--- config.mk ---
export PLATFORM = sky130hd
export DESIGN_NAME = websocket_frame_deframer_core
export DESIGN_NICKNAME = d
export VERILOG_FILES = /design/src/rtl/wsd_pkg.sv /design/src/rtl/wsd_front.sv /design/src/rtl/wsd_queue.sv /design/src/rtl/wsd_back.sv /design/src/rtl/websocket_frame_deframer_core.sv
export SDC_FILE = /design/constraint.sdc
export NUM_CORES = 1
export LEC_CHECK = 0
export ABC_AREA = 1
export ABC_CLOCK_PERIOD_IN_PS = 7400
export BUFFER_PORTS_ARGS = -buffer_cell sky130_fd_sc_hd__buf_2
export CORE_ASPECT_RATIO = 1.2
export CORE_MARGIN = 4
export CORE_UTILIZATION = 25
export DETAILED_ROUTE_END_ITERATION = 12
export PLACE_DENSITY_LB_ADDON = 0.3
export SETUP_SLACK_MARGIN = 0.02
export SLEW_MARGIN = 15
export SYNTH_ARGS = -nofsm -noshare
export SYNTH_HDL_FRONTEND = slang
export SYNTH_SLANG_ARGS = --single-unit
--- constraint.sdc ---
create_clock -name i_clk -period 7.4 [get_ports i_clk]
set_input_delay 1.48 -clock i_clk [delete_from_list [all_inputs] [get_ports i_clk]]
set_output_delay 1.48 -clock i_clk [all_outputs]
set_load 0.005 [all_outputs]
--- src/rtl/wsd_pkg.sv ---
// ============================================================================
// wsd_pkg: shared types and constants for the WebSocket deframer
// Result kinds, frame opcodes, queue sizing and the word carried from parser
// to output stage.
// ============================================================================
package wsd_pkg;

    // Default width of the saturating message length counter
    localparam int MSG_LEN_BITS_DEF = 32;

    // Depth of the result queue between parser and output stage
    localparam int Q_DEPTH_DEF = 2;

    // Result kinds
    localparam logic [1:0] KIND_TEXT  = 2'd0;
    localparam logic [1:0] KIND_BIN   = 2'd1;
    localparam logic [1:0] KIND_PING  = 2'd2;
    localparam logic [1:0] KIND_CLOSE = 2'd3;

    // Frame opcodes
    localparam logic [3:0] OP_CONT  = 4'h0;
    localparam logic [3:0] OP_TEXT  = 4'h1;
    localparam logic [3:0] OP_BIN   = 4'h2;
    localparam logic [3:0] OP_CLOSE = 4'h8;
    localparam logic [3:0] OP_PING  = 4'h9;
    localparam logic [3:0] OP_PONG  = 4'hA;

    // 7-bit length codes that announce an extended length
    localparam logic [6:0] LEN_EXT16 = 7'd126;
    localparam logic [6:0] LEN_EXT64 = 7'd127;

    // One classified result: raw byte plus the mask byte to apply
    typedef struct packed {
        logic [7:0] raw;
        logic [7:0] mask;
        logic       has_byte;
        logic [1:0] kind;
        logic       eom;
    } t_cmd;

endpackage

--- src/rtl/wsd_front.sv ---
// ============================================================================
// wsd_front: frame header parser and byte classifier
// Walks the frame header, tracks message state and pushes one result word
// per byte that yields a result.
// ============================================================================
module wsd_front #(
    parameter int MSG_LEN_BITS = wsd_pkg::MSG_LEN_BITS_DEF
) (
    input  logic                    i_clk,
    input  logic                    i_rst_n,
    input  logic                    i_valid,
    output logic                    o_stall,
    input  logic [7:0]              i_rx_byte,
    input  logic                    i_q_full,
    output logic                    o_push,
    output wsd_pkg::t_cmd           o_cmd,
    output logic [MSG_LEN_BITS-1:0] o_cnt
);

    typedef enum logic [5:0] {
        PH_HDR0    = 6'b000001,
        PH_HDR1    = 6'b000010,
        PH_EXT     = 6'b000100,
        PH_MASK    = 6'b001000,
        PH_PAYLOAD = 6'b010000,
        PH_CLOSED  = 6'b100000
    } t_phase;

    t_phase                  r_phase, n_phase;
    logic                    r_fin, n_fin;
    logic [3:0]              r_op, n_op;
    logic                    r_masked, n_masked;
    logic [63:0]             r_left, n_left;
    logic [3:0]              r_hcnt, n_hcnt;
    logic [31:0]             r_key, n_key;
    logic [1:0]              r_mpos, n_mpos;
    logic [3:0]              r_msg_op, n_msg_op;
    logic [MSG_LEN_BITS-1:0] r_cnt, n_cnt;

    logic                    w_acc;
    logic                    w_hdr_done;
    logic                    w_last;
    logic                    w_msg_open;
    logic [7:0]              w_mask_byte;
    logic [6:0]              w_len7;
    logic [MSG_LEN_BITS-1:0] w_cnt_inc;

    assign o_stall    = i_q_full;
    assign w_acc      = i_valid && !i_q_full;
    assign w_len7     = i_rx_byte[6:0];
    assign w_last     = (r_left == 64'd1);
    assign w_cnt_inc  = (&r_cnt) ? r_cnt : r_cnt + MSG_LEN_BITS'(1);
    assign w_msg_open = (r_msg_op == wsd_pkg::OP_TEXT) || (r_msg_op == wsd_pkg::OP_BIN);

    always_comb begin
        unique case (r_mpos)
            2'd0:    w_mask_byte = r_key[31:24];
            2'd1:    w_mask_byte = r_key[23:16];
            2'd2:    w_mask_byte = r_key[15:8];
            default: w_mask_byte = r_key[7:0];
        endcase
    end

    always_comb begin
        n_phase    = r_phase;
        n_fin      = r_fin;
        n_op       = r_op;
        n_masked   = r_masked;
        n_left     = r_left;
        n_hcnt     = r_hcnt;
        n_key      = r_key;
        n_mpos     = r_mpos;
        n_msg_op   = r_msg_op;
        n_cnt      = r_cnt;
        w_hdr_done = 1'b0;
        o_push     = 1'b0;
        o_cmd      = '0;
        o_cnt      = '0;

        if (w_acc) begin
            unique case (r_phase)
                PH_HDR0: begin
                    n_fin   = i_rx_byte[7];
                    n_op    = i_rx_byte[3:0];
                    n_phase = PH_HDR1;
                end
                PH_HDR1: begin
                    n_masked = i_rx_byte[7];
                    n_key    = '0;
                    if (w_len7 == wsd_pkg::LEN_EXT16 || w_len7 == wsd_pkg::LEN_EXT64) begin
                        n_left  = '0;
                        n_hcnt  = (w_len7 == wsd_pkg::LEN_EXT16) ? 4'd2 : 4'd8;
                        n_phase = PH_EXT;
                    end else begin
                        n_left = {57'd0, w_len7};
                        if (i_rx_byte[7]) begin
                            n_hcnt  = 4'd4;
                            n_phase = PH_MASK;
                        end else begin
                            w_hdr_done = 1'b1;
                        end
                    end
                end
                PH_EXT: begin
                    n_left = {r_left[55:0], i_rx_byte};
                    n_hcnt = r_hcnt - 4'd1;
                    if (r_hcnt == 4'd1) begin
                        if (r_masked) begin
                            n_hcnt  = 4'd4;
                            n_phase = PH_MASK;
                        end else begin
                            w_hdr_done = 1'b1;
                        end
                    end
                end
                PH_MASK: begin
                    n_key  = {r_key[23:0], i_rx_byte};
                    n_hcnt = r_hcnt - 4'd1;
                    if (r_hcnt == 4'd1) begin
                        w_hdr_done = 1'b1;
                    end
                end
                PH_PAYLOAD: begin
                    n_left    = r_left - 64'd1;
                    n_mpos    = r_mpos + 2'd1;
                    o_cmd.raw = i_rx_byte;
                    o_cmd.mask = r_masked ? w_mask_byte : 8'd0;
                    if (w_last) begin
                        n_phase = PH_HDR0;
                    end
                    priority if (r_op == wsd_pkg::OP_PING) begin
                        o_push         = 1'b1;
                        o_cmd.has_byte = 1'b1;
                        o_cmd.kind     = wsd_pkg::KIND_PING;
                        o_cmd.eom      = w_last;
                    end else if (r_op == wsd_pkg::OP_CLOSE) begin
                        // payload consumed silently; event pushed with the last byte
                        if (w_last) begin
                            o_push     = 1'b1;
                            o_cmd      = '0;
                            o_cmd.kind = wsd_pkg::KIND_CLOSE;
                            o_cmd.eom  = 1'b1;
                            n_phase    = PH_CLOSED;
                        end
                    end else if (r_op == wsd_pkg::OP_PONG) begin
                        o_push = 1'b0;
                    end else begin
                        n_cnt = w_cnt_inc;
                        if (w_msg_open) begin
                            o_push         = 1'b1;
                            o_cmd.has_byte = 1'b1;
                            o_cmd.kind     = (r_msg_op == wsd_pkg::OP_TEXT)
                                           ? wsd_pkg::KIND_TEXT : wsd_pkg::KIND_BIN;
                            o_cmd.eom      = w_last && r_fin;
                            o_cnt          = w_cnt_inc;
                        end
                        if (w_last && r_fin) begin
                            n_msg_op = wsd_pkg::OP_CONT;
                            n_cnt    = '0;
                        end
                    end
                end
                PH_CLOSED: begin
                    n_phase = PH_CLOSED;
                end
                default: begin
                    n_phase = PH_HDR0;
                end
            endcase

            if (w_hdr_done) begin
                n_mpos = 2'd0;
                // a new data or unknown opcode opens a message, dropping any open one
                if (r_op != wsd_pkg::OP_CONT && r_op != wsd_pkg::OP_CLOSE
                        && r_op != wsd_pkg::OP_PING && r_op != wsd_pkg::OP_PONG) begin
                    n_msg_op = r_op;
                    n_cnt    = '0;
                end
                if (n_left == 64'd0) begin
                    n_phase = PH_HDR0;
                    priority if (r_op == wsd_pkg::OP_CLOSE) begin
                        o_push     = 1'b1;
                        o_cmd.kind = wsd_pkg::KIND_CLOSE;
                        o_cmd.eom  = 1'b1;
                        n_phase    = PH_CLOSED;
                    end else if (r_op == wsd_pkg::OP_PING) begin
                        o_push     = 1'b1;
                        o_cmd.kind = wsd_pkg::KIND_PING;
                        o_cmd.eom  = 1'b1;
                    end else if (r_op == wsd_pkg::OP_PONG) begin
                        o_push = 1'b0;
                    end else if (r_fin) begin
                        // zero-length end marker
                        if (n_msg_op == wsd_pkg::OP_TEXT || n_msg_op == wsd_pkg::OP_BIN) begin
                            o_push     = 1'b1;
                            o_cmd.kind = (n_msg_op == wsd_pkg::OP_TEXT)
                                       ? wsd_pkg::KIND_TEXT : wsd_pkg::KIND_BIN;
                            o_cmd.eom  = 1'b1;
                            o_cnt      = n_cnt;
                        end
                        n_msg_op = wsd_pkg::OP_CONT;
                        n_cnt    = '0;
                    end
                end else begin
                    n_phase = PH_PAYLOAD;
                end
            end
        end
    end

    always_ff @(posedge i_clk) begin
        if (!i_rst_n) begin
            r_phase  <= PH_HDR0;
            r_fin    <= 1'b0;
            r_op     <= wsd_pkg::OP_CONT;
            r_masked <= 1'b0;
            r_left   <= '0;
            r_hcnt   <= '0;
            r_key    <= '0;
            r_mpos   <= '0;
            r_msg_op <= wsd_pkg::OP_CONT;
            r_cnt    <= '0;
        end else begin
            r_phase  <= n_phase;
            r_fin    <= n_fin;
            r_op     <= n_op;
            r_masked <= n_masked;
            r_left   <= n_left;
            r_hcnt   <= n_hcnt;
            r_key    <= n_key;
            r_mpos   <= n_mpos;
            r_msg_op <= n_msg_op;
            r_cnt    <= n_cnt;
        end
    end

endmodule

--- src/rtl/wsd_queue.sv ---
// ============================================================================
// wsd_queue: short result queue between parser and output stage
// Small circular buffer of result words with a full flag toward the parser.
// ============================================================================
module wsd_queue #(
    parameter int MSG_LEN_BITS = wsd_pkg::MSG_LEN_BITS_DEF,
    parameter int Q_DEPTH      = wsd_pkg::Q_DEPTH_DEF
) (
    input  logic                    i_clk,
    input  logic                    i_rst_n,
    input  logic                    i_push,
    input  wsd_pkg::t_cmd           i_cmd,
    input  logic [MSG_LEN_BITS-1:0] i_cnt,
    output logic                    o_full,
    input  logic                    i_pop,
    output logic                    o_nonempty,
    output wsd_pkg::t_cmd           o_cmd,
    output logic [MSG_LEN_BITS-1:0] o_cnt
);

    localparam int PW = (Q_DEPTH > 1) ? $clog2(Q_DEPTH) : 1;
    localparam int CW = $clog2(Q_DEPTH + 1);

    wsd_pkg::t_cmd           r_cmd_mem [Q_DEPTH];
    logic [MSG_LEN_BITS-1:0] r_cnt_mem [Q_DEPTH];
    logic [PW-1:0]           r_wr, n_wr;
    logic [PW-1:0]           r_rd, n_rd;
    logic [CW-1:0]           r_fill, n_fill;

    assign o_full     = (r_fill == CW'(Q_DEPTH));
    assign o_nonempty = (r_fill != '0);
    assign o_cmd      = r_cmd_mem[r_rd];
    assign o_cnt      = r_cnt_mem[r_rd];

    always_comb begin
        n_wr   = r_wr;
        n_rd   = r_rd;
        n_fill = r_fill;
        if (i_push) begin
            n_wr = (r_wr == PW'(Q_DEPTH - 1)) ? '0 : r_wr + PW'(1);
        end
        if (i_pop) begin
            n_rd = (r_rd == PW'(Q_DEPTH - 1)) ? '0 : r_rd + PW'(1);
        end
        unique case ({i_push, i_pop})
            2'b10:   n_fill = r_fill + CW'(1);
            2'b01:   n_fill = r_fill - CW'(1);
            default: n_fill = r_fill;
        endcase
    end

    always_ff @(posedge i_clk) begin
        if (i_push) begin
            r_cmd_mem[r_wr] <= i_cmd;
            r_cnt_mem[r_wr] <= i_cnt;
        end
    end

    always_ff @(posedge i_clk) begin
        if (!i_rst_n) begin
            r_wr   <= '0;
            r_rd   <= '0;
            r_fill <= '0;
        end else begin
            r_wr   <= n_wr;
            r_rd   <= n_rd;
            r_fill <= n_fill;
        end
    end

endmodule

--- src/rtl/wsd_back.sv ---
// ============================================================================
// wsd_back: unmasking and output register stage
// Applies the mask byte, saturates the length to 32 bits, holds the word
// until the consumer takes it.
// ============================================================================
module wsd_back #(
    parameter int MSG_LEN_BITS = wsd_pkg::MSG_LEN_BITS_DEF
) (
    input  logic                    i_clk,
    input  logic                    i_rst_n,
    input  logic                    i_q_nonempty,
    input  wsd_pkg::t_cmd           i_cmd,
    input  logic [MSG_LEN_BITS-1:0] i_cnt,
    output logic                    o_pop,
    output logic                    o_valid,
    input  logic                    i_stall,
    output logic [7:0]              o_data_byte,
    output logic                    o_has_byte,
    output logic [1:0]              o_kind,
    output logic                    o_end_of_message,
    output logic [31:0]             o_message_length
);

    logic        r_valid, n_valid;
    logic [7:0]  r_data;
    logic        r_has;
    logic [1:0]  r_kind;
    logic        r_eom;
    logic [31:0] r_len;
    logic [31:0] w_len;

    generate
        if (MSG_LEN_BITS > 32) begin : g_sat
            assign w_len = (|i_cnt[MSG_LEN_BITS-1:32]) ? 32'hFFFF_FFFF : i_cnt[31:0];
        end else begin : g_ext
            assign w_len = 32'(i_cnt);
        end
    endgenerate

    assign o_pop   = i_q_nonempty && (!r_valid || !i_stall);
    assign n_valid = o_pop || (r_valid && i_stall);

    always_ff @(posedge i_clk) begin
        if (!i_rst_n) begin
            r_valid <= 1'b0;
        end else begin
            r_valid <= n_valid;
        end
    end

    always_ff @(posedge i_clk) begin
        if (o_pop) begin
            r_data <= i_cmd.has_byte ? (i_cmd.raw ^ i_cmd.mask) : 8'd0;
            r_has  <= i_cmd.has_byte;
            r_kind <= i_cmd.kind;
            r_eom  <= i_cmd.eom;
            r_len  <= w_len;
        end
    end

    assign o_valid          = r_valid;
    assign o_data_byte      = r_data;
    assign o_has_byte       = r_has;
    assign o_kind           = r_kind;
    assign o_end_of_message = r_eom;
    assign o_message_length = r_len;

endmodule

--- src/rtl/websocket_frame_deframer_core.sv ---
// Path: a result word is written into the queue when its byte is accepted, then
// moved into the output register, from which the consumer takes it.
// Throughput: one received byte per cycle while the result queue is not full.
// Bytes that yield no result (header, pong, close payload) are taken at that rate too.
// The input stalls only while the result queue (Q_DEPTH words) is full.
// Reset: synchronous, active low; parser returns to the first header byte,
// queue and output register empty. No clearing pass.
// ============================================================================
// websocket_frame_deframer_core: WebSocket receive-side frame parser
// Parses frame headers, unmasks payload bytes and tags them with the message
// kind; emits end-of-message markers, ping payloads and a close event.
// ============================================================================
module websocket_frame_deframer_core #(
    parameter int MSG_LEN_BITS = wsd_pkg::MSG_LEN_BITS_DEF,
    parameter int Q_DEPTH      = wsd_pkg::Q_DEPTH_DEF
) (
    input  logic        i_clk,
    input  logic        i_rst_n,
    // input byte stream
    input  logic        i_valid,
    output logic        o_stall,
    input  logic [7:0]  i_rx_byte,
    // result words
    output logic        o_valid,
    input  logic        i_stall,
    output logic [7:0]  o_data_byte,
    output logic        o_has_byte,
    output logic [1:0]  o_kind,
    output logic        o_end_of_message,
    output logic [31:0] o_message_length
);

    // parser -> queue
    logic                    w_push;
    wsd_pkg::t_cmd           w_push_cmd;
    logic [MSG_LEN_BITS-1:0] w_push_cnt;
    logic                    w_q_full;

    // queue -> output stage
    logic                    w_pop;
    logic                    w_q_nonempty;
    wsd_pkg::t_cmd           w_head_cmd;
    logic [MSG_LEN_BITS-1:0] w_head_cnt;

    // Front: header walk, message tracking, one word per result-bearing byte.
    // Unmasking is deferred; the word carries the raw byte and its mask byte.
    wsd_front #(
        .MSG_LEN_BITS (MSG_LEN_BITS)
    ) u_front (
        .i_clk     (i_clk),
        .i_rst_n   (i_rst_n),
        .i_valid   (i_valid),
        .o_stall   (o_stall),
        .i_rx_byte (i_rx_byte),
        .i_q_full  (w_q_full),
        .o_push    (w_push),
        .o_cmd     (w_push_cmd),
        .o_cnt     (w_push_cnt)
    );

    // Queue decouples the parser from a stalled consumer.
    wsd_queue #(
        .MSG_LEN_BITS (MSG_LEN_BITS),
        .Q_DEPTH      (Q_DEPTH)
    ) u_queue (
        .i_clk      (i_clk),
        .i_rst_n    (i_rst_n),
        .i_push     (w_push),
        .i_cmd      (w_push_cmd),
        .i_cnt      (w_push_cnt),
        .o_full     (w_q_full),
        .i_pop      (w_pop),
        .o_nonempty (w_q_nonempty),
        .o_cmd      (w_head_cmd),
        .o_cnt      (w_head_cnt)
    );

    // Back: unmask, saturate length, hold the word under stall.
    wsd_back #(
        .MSG_LEN_BITS (MSG_LEN_BITS)
    ) u_back (
        .i_clk            (i_clk),
        .i_rst_n          (i_rst_n),
        .i_q_nonempty     (w_q_nonempty),
        .i_cmd            (w_head_cmd),
        .i_cnt            (w_head_cnt),
        .o_pop            (w_pop),
        .o_valid          (o_valid),
        .i_stall          (i_stall),
        .o_data_byte      (o_data_byte),
        .o_has_byte       (o_has_byte),
        .o_kind           (o_kind),
        .o_end_of_message (o_end_of_message),
        .o_message_length (o_message_length)
    );

    // Queue never takes a word while full
    a_no_overflow: assert property (@(posedge i_clk) disable iff (!i_rst_n)
        w_push |-> !w_q_full)
        else $error("result queue overflow");

    // A word without a payload byte carries a zero data byte
    a_empty_data_zero: assert property (@(posedge i_clk) disable iff (!i_rst_n)
        (o_valid && !o_has_byte) |-> (o_data_byte == 8'd0))
        else $error("data byte set on a marker word");

    // Close event is a bare end marker with zero length
    a_close_shape: assert property (@(posedge i_clk) disable iff (!i_rst_n)
        (o_valid && o_kind == wsd_pkg::KIND_CLOSE)
            |-> (!o_has_byte && o_end_of_message && o_message_length == 32'd0))
        else $error("malformed close event");

    // Ping words report no message length
    a_ping_len: assert property (@(posedge i_clk) disable iff (!i_rst_n)
        (o_valid && o_kind == wsd_pkg::KIND_PING) |-> (o_message_length == 32'd0))
        else $error("ping word carries a length");

endmodule
Yosys cells after proc, flatten, opt, wreduce, memory -nomap -nowiden
Memories as Yosys holds them, arrays and structs flattened. A register that Yosys moved wholly into a read port is not among the register bits.
Index checks and enable logic that the tools add are counted.
{ "totals": {"n_memories": 2, "word_cells": 201, "ff_bits": 167, "out_inout_bits": 46, "ram_bits": 104} }
{ "mem_list": {"columns": ["memory", "words", "width", "read_ports", "rd_ports_with_merged_regs", "wr", "line_no", "source"], "rows": [
  ["u_queue.r_cnt_mem", 2, 32, 1, 1, 1, "wsd_queue.sv:25", "logic [MSG_LEN_BITS-1:0] r_cnt_mem [Q_DEPTH];"],
  ["u_queue.r_cmd_mem", 2, 20, 1, 1, 1, "wsd_queue.sv:24", "wsd_pkg::t_cmd r_cmd_mem [Q_DEPTH];"]
]} }
{ "op_classes": {"n_mux": 112, "n_addsub": 8, "n_eq_ne": 30, "n_reduce_logical": 30, "n_bitwise": 1} }
{ "op_table": {"columns": ["cell", "n"], "rows": [
  ["32-bit 2-to-1 mux", 26],
  ["64-bit case mux with 3 select lines", 1],
  ["4-bit 2-to-1 mux", 23],
  ["6-bit 2-to-1 mux", 11],
  ["64-bit by 1-bit equality test with 1-bit output, second input constant", 1],
  ["64-bit zero test", 1],
  ["64-bit 2-to-1 mux", 1],
  ["32-bit case mux with 2 select lines", 1],
  ["64-bit by 1-bit subtractor with 64-bit output, second input constant", 1],
  ["20-bit 2-to-1 mux", 3],
  ["6-bit case mux with 6 select lines", 1],
  ["32-bit by 1-bit adder with 32-bit output, second input constant", 1],
  ["16-bit 2-to-1 mux", 2],
  ["32-bit AND reduction", 1],
  ["1-bit 2-to-1 mux", 28],
  ["8-bit case mux with 3 select lines", 1],
  ["3-bit 2-to-1 mux", 7],
  ["7-bit equality test, second input constant", 2],
  ["4-bit by 1-bit equality test with 1-bit output, second input constant", 3],
  ["4-bit equality test, second input constant", 3],
  ["4-bit inequality test, second input constant", 3],
  ["4-bit case mux with 3 select lines", 1],
  ["4-bit by 2-bit equality test with 1-bit output, second input constant", 2],
  ["8-bit 2-to-1 mux", 1],
  ["31 further kinds", 56]
]} }

Logic depth before layout (Yosys ltp)
{ "logic_depth": {"ltp_word": 22, "depth_mapped": 25, "depth_no_buf": 25} }

By module
Synthesis repeated with hierarchy kept, for this count alone.
{ "unflattened": {"hier_cells": 2546, "hier_area_um2": 18360.1} }
{ "modules_own_cells": {"columns": ["module", "seq_area_each_um2", "area_each_um2", "instances", "cells_each"], "rows": [
  ["wsd_front", 3002.9, 12609.6, 1, 2266],
  ["wsd_queue", 3223.1, 4234.1, 1, 197],
  ["wsd_back", 1341.3, 1516.5, 1, 83]
]} }

Least setup slack after synthesis
Ideal clock, no wire load.
{ "synth_path": {"path_kind": "input to register", "start": "input port i_rx_byte[5]", "end": "memory u_queue.r_cmd_mem[0][0] in the netlist's numbering (enable)", "n_path_buf": 0, "required_ps": 6937, "stages": 18, "path_slack_ps": 1646, "t_arrival_ps": 5291, "path_cell_list": "inv_1 nor2_1 nand4_1 nand2_1 o21ai_0 inv_1 o21ai_0 nor2_1 nand2_1 nor2_1 nand2_1 nor2_4 nand3_1 nand2_1 nand2_1 nor2_2 inv_2 nor2_1"} }
{ "synth_via": {"elab_chain_cells": 11} }
{ "synth_lines": {"columns": ["element", "line_no", "source"], "rows": [
  ["from (decl)", "websocket_frame_deframer_core.sv:22", "input logic [7:0] i_rx_byte,"],
  ["7-bit equality test", "wsd_front.sv:90", "if (w_len7 == wsd_pkg::LEN_EXT16 || w_len7 == wsd_pkg::LEN_EXT64) begin"],
  ["1-bit logical OR", "wsd_front.sv:90", null],
  ["7-bit 2-to-1 mux", "wsd_front.sv:90", null],
  ["64-bit case mux with 3 select lines", "wsd_front.sv:81", "unique case (r_phase)"],
  ["64-bit 2-to-1 mux", "wsd_front.sv:80", "if (w_acc) begin"],
  ["64-bit zero test", "wsd_front.sv:179", "if (n_left == 64'd0) begin"],
  ["1-bit 2-to-1 mux", "wsd_front.sv:179", null],
  ["1-bit 2-to-1 mux (*)", "wsd_front.sv:171", "if (w_hdr_done) begin"],
  ["1-bit 2-to-1 mux (*)", "wsd_front.sv:80", null],
  ["1-bit 2-to-1 mux (*)", "wsd_queue.sv:53", "if (i_push) begin"],
  ["1-bit 2-to-1 mux (not written as such) (*)", "wsd_queue.sv:54", "r_cmd_mem[r_wr] <= i_cmd;"],
  ["to (decl)", "wsd_queue.sv:24", null]
]} }
Mark *: on every way between the ends. The rest lies on a longest branch, timed or not. The select of a mux whose other input is x is not followed.

Worst setup path in the final report
{ "layout_path": {"start": "register u_front.r_phase[2]", "end": "memory u_queue.r_cnt_mem[1][18] in the netlist's numbering (enable)"} }
{ "layout_via": {"elab_chain_cells": 17} }
{ "layout_lines": {"columns": ["element", "line_no", "source"], "rows": [
  ["from (decl)", "wsd_front.sv:29", "t_phase r_phase, n_phase;"],
  ["from (signal assigned)", "wsd_front.sv:224", "r_phase <= n_phase;"],
  ["6-bit by 5-bit equality test with 1-bit output", "wsd_front.sv:81", null],
  ["4-bit 2-to-1 mux", "wsd_front.sv:81", null],
  ["4-bit 2-to-1 mux", "wsd_front.sv:174", "if (r_op != wsd_pkg::OP_CONT && r_op != wsd_pkg::OP_CLOSE"],
  ["4-bit 2-to-1 mux", "wsd_front.sv:171", null],
  ["4-bit 2-to-1 mux", "wsd_front.sv:80", null],
  ["4-bit by 1-bit equality test with 1-bit output / 4-bit by 2-bit equality test with 1-bit output (equally long branches)", "wsd_front.sv:194", "if (n_msg_op == wsd_pkg::OP_TEXT || n_msg_op == wsd_pkg::OP_BIN) begin"],
  ["1-bit logical OR", "wsd_front.sv:194", null],
  ["1-bit 2-to-1 mux", "wsd_front.sv:194", null],
  ["1-bit 2-to-1 mux", "wsd_front.sv:192", "end else if (r_fin) begin"],
  ["1-bit 2-to-1 mux", "wsd_front.sv:190", "end else if (r_op == wsd_pkg::OP_PONG) begin"],
  ["1-bit 2-to-1 mux", "wsd_front.sv:186", "end else if (r_op == wsd_pkg::OP_PING) begin"],
  ["1-bit 2-to-1 mux", "wsd_front.sv:181", "priority if (r_op == wsd_pkg::OP_CLOSE) begin"],
  ["1-bit 2-to-1 mux", "wsd_front.sv:179", null],
  ["1-bit 2-to-1 mux (*)", "wsd_front.sv:171", null],
  ["1-bit 2-to-1 mux (*)", "wsd_front.sv:80", null],
  ["1-bit 2-to-1 mux (*)", "wsd_queue.sv:53", null],
  ["1-bit 2-to-1 mux (not written as such) (*)", "wsd_queue.sv:55", "r_cnt_mem[r_wr] <= i_cnt;"],
  ["to (decl)", "wsd_queue.sv:25", null]
]} }
Marked as above.

==> results by group <==
Status
  – Status: completed

STA
  – Max Freq: a little under 0.2 GHz
  – Final setup fails: 0
  – Clock Skews: about 0.022 ns
  – Count of final max-slew check failures: 0
  – Worst-Margin Slew: around 1.1 ns
  – Fin Setup TNS: 0 ns
  – Min Tclk post-route: between 5 and 6 ns
  – Final critical-path share of the clock period: 68.9%
  – Unrepaired setup endpoints after global routing: no
  – Relative slew slack: between 20% and 30%
  – Final hold vios: 0

Logic synthesis
  – Syn_area_per_cell: 7.09 µm²
  – Most common cell in the netlist: nand2_1
  – Synth Instances: 2473
  – Post-synth EDFFs: 148
  – Post-synth top cells: nand2_1, nor2_1, inv_1
  – Dominant cell type by area after synthesis: edfxtp_1
  – Dominant cells by area after synthesis: edfxtp_1, dfxtp_1, nand2_1
  – Register bit total from synthesis: 304
  – Post-Syn Area: 17500 µm²
  – Syn_nets: approximately 2500
  – Area share of the largest cell type after synthesis: 25.3%
  – Ys flop type: dfxtp_1
  – Sequential share of the synthesized area: between 40% and 50%
  – Syn. warnings: 0
  – Fraction of registers with async set/reset: 0%
  – Distinct cells, synth: 48

Worst hold path
  – HP Class: flip-flop to flip-flop

Setup path
  – Worst-path maximum fanout: 51
  – Critical Path Source Type: flip-flop
  – Arr. time, crit path: around 5.3 ns
  – Worst Path Buf+Inv: 3
  – CP most frequent cell: nand2_1
  – Crit-path cells: nor2_2, nand4_2, nand3_2, inv_2, nand2_1, nand3_1, nor2_1, nand2_1, nor2_1, nand2_1, nor2_4, nand3_1, nand2_1, nand2_1, nor2_2, nand2_1, inv_2, buf_4
  – CP max stage delay: 0.61 ns
  – Crit-path slowest cell: nand3_2
  – Delay-heaviest family, CP: simple AND/OR/NAND/NOR gates
  – Kind of end point of the critical path: flip-flop
  – Critical path data required time: 7.63 ns
  – Critical path type: flip-flop to flip-flop

Global route
  – Vias in the first global route: 15100
  – Largest net degree at the start of global routing: between 90 and 100
  – First-pass GRT wire length: 86000 µm
  – GRT overflow: 0
  – Initial antenna violation count: 0
  – GRT Total Usage: 14.1%

Floorplanning
  – Row cnt: around 110
  – IO Pins: 58
  – Die X: 250 µm
  – Die Y: 298 µm
  – Die ar.: between 70000 and 80000 µm²
  – Initial Utilization: between 20% and 30%
  – Core ar.: 69600 µm²

Clocking
  – Clock Path Buffers: 3
  – # clock sinks: 304
  – Clk_lat worst skew: 0.56 ns
  – Post-CTS Setup Bufs: 0
  – TritonCTS clock tree: done
  – CTS Buf Count: 37
  – Root Buffer: clkbuf_16
  – Clock H-tree levels: 2
  – Post-cts resize count: 0
  – Hold buffer count at CTS: 0
  – Clock transition at path regs: around 0.06 ns

Drt
  – DR pass1 iterations: 7
  – Vias per inst: 4.67
  – DRT iter0 DRCs: 1250
  – DR WL/cell: 15.9 µm
  – Routed WL: 54400 µm
  – Final ANT Viol Nets: 0
  – Routed vias: 16000
  – # DRC: 0

Flow run
  – Max Cap Viol: 0

Cells and area
  – Number of antenna diodes: 0
  – Nets: 2504
  – Layout area overhead: 12.9%
  – Share of layout cells above drive strength 1: 8.53%

Power and ir drop
  – Int Power: 3.42 mW
  – Switch Pwr: between 2 and 2.5 mW
  – Peak VDD IR: 157 µV
  – Leakage: just under 8 nW
  – Clock Power Share: approximately a third
  – Sequential share of power: 39.9%
  – Pwr Density: ~270 nW/µm²
  – Combinational power share: 27.8%
  – Switching share of power: between 30% and 40%
  – Total power: 5.43 mW

Place
  – GPL Wtd Cong: 0.851
  – DP HPWL: roughly 37000 µm
  – Port bufs: 57
## final cells by class
cell class / count / area, µm²
clock buffers: 49 / 1000
repair buffers: 72 / 398
multi-input cells: 1817 / 8610
clock inverters: 17 / 145
inverters: 250 / 943
well taps: 918 / 1150
fillers: 7638 / 49800
flip-flops and latches: 304 / 7570
## metal layers
metal  routed length, µm  part of all wire [%]  global-route usage (%)
met2               27300                    50                    24.8
met1               23700                    44                    18.1
met5                   0                     0                       0
met3                2270                   4.2                    1.96
met4                1190                   2.2                    3.73
## power by group through the flow
stage	combinational (mW)	sequential [mW]	clock [mW]
2_1_floorplan	1.04	2.16	0
3_3_place_gp	1.53	2.20	0
3_5_place_dp	1.53	2.20	0
4_1_cts	1.54	2.17	1.82
5_1_grt	1.72	2.19	1.88
6_report	1.51	2.17	1.75
## stage by stage
step | instance area, µm² | hold WS (ns) | utilization [%] | cells | worst slack [ns]
floorplan | 17500 | 0.441 | - | 2473 | 1.65
global placement | 18700 | 0.450 | 26.8 | 3361 | 2.42
detailed placement | 18700 | 0.455 | 26.8 | 3361 | 2.32
CTS | 19800 | 0.466 | 28.5 | 3427 | 2.31
global route | 19800 | 0.490 | 28.5 | 3427 | 1.79
finish | 19800 | 0.464 | 28.5 | 3427 | 2.30
## cells by family (layout without fill, tap and decap cells)
logic type / Yosys count / after routing / share of synthesized area (%)
compound gates: 448 / 448 / 13.7
xor+xnor: 46 / 46 / 2.30
fa+ha+maj: 10 / 10 / 0.713
buf+inv: 352 / 388 / 7.96
flops: 304 / 304 / 43.1
simple gates: 1313 / 1313 / 32.2
## layout by cell type (no fill, tap or decap), types with 8 or more instances in the layout
cell type  count
a211oi_1      10
a21oi_1      218
a22o_1        10
a311oi_1       8
buf_2         57
buf_4         15
clkbuf_1       9
clkbuf_16     37
dfxtp_1      156
edfxtp_1     148
ha_1          10
inv_1        230
inv_2         17
nand2_1      723
nand2_2       14
nand3_1      200
nand4_1       12
nor2_1       278
nor2_2        14
nor2_4        20
nor3_1        26
o211ai_1      14
o21ai_0      146
o21ai_1       17
o22ai_1       10
xnor2_1       19
xor2_1        27
## worst paths after layout
kind,start,to,slack [ns],depth (start not counted)
hold reg to reg,u_front.r_key[29],u_front.r_key[29],0.46,2
hold / removal,u_front.r_key[29],u_front.r_key[29],0.46,2
setup reg to reg,u_front.r_phase[2],u_queue.r_cnt_mem[1][18],2.30,18
setup / recovery,u_front.r_phase[2],u_queue.r_cnt_mem[1][18],2.30,18
## worst reg2reg max path, stage by stage, from the launching register on
cell and delay, ns:
dfxtp_1 0.36, nor2_2 0.22, nand4_2 0.58, nand3_2 0.61, inv_2 0.48, nand2_1 0.21
nand3_1 0.10, nor2_1 0.11, nand2_1 0.08, nor2_1 0.16, nand2_1 0.14, nor2_4 0.25
nand3_1 0.14, nand2_1 0.08, nand2_1 0.06, nor2_2 0.19, nand2_1 0.10, inv_2 0.51
buf_4 0.37
## flip-flops by register name (all words and copies together) (netlist names), 4 cells and up, named ones only
signal / cells
u_front.r_phase: 6
u_front.r_op: 4
u_queue.r_cmd_mem: 40
u_front.r_hcnt: 4
u_back.o_message_length: 32
u_front.r_cnt: 32
u_front.r_left: 64
u_back.o_data_byte: 8
u_queue.r_cnt_mem: 64
u_front.r_key: 32
u_front.r_msg_op: 4
No activity file was read; power rests on OpenSTA's default activity.
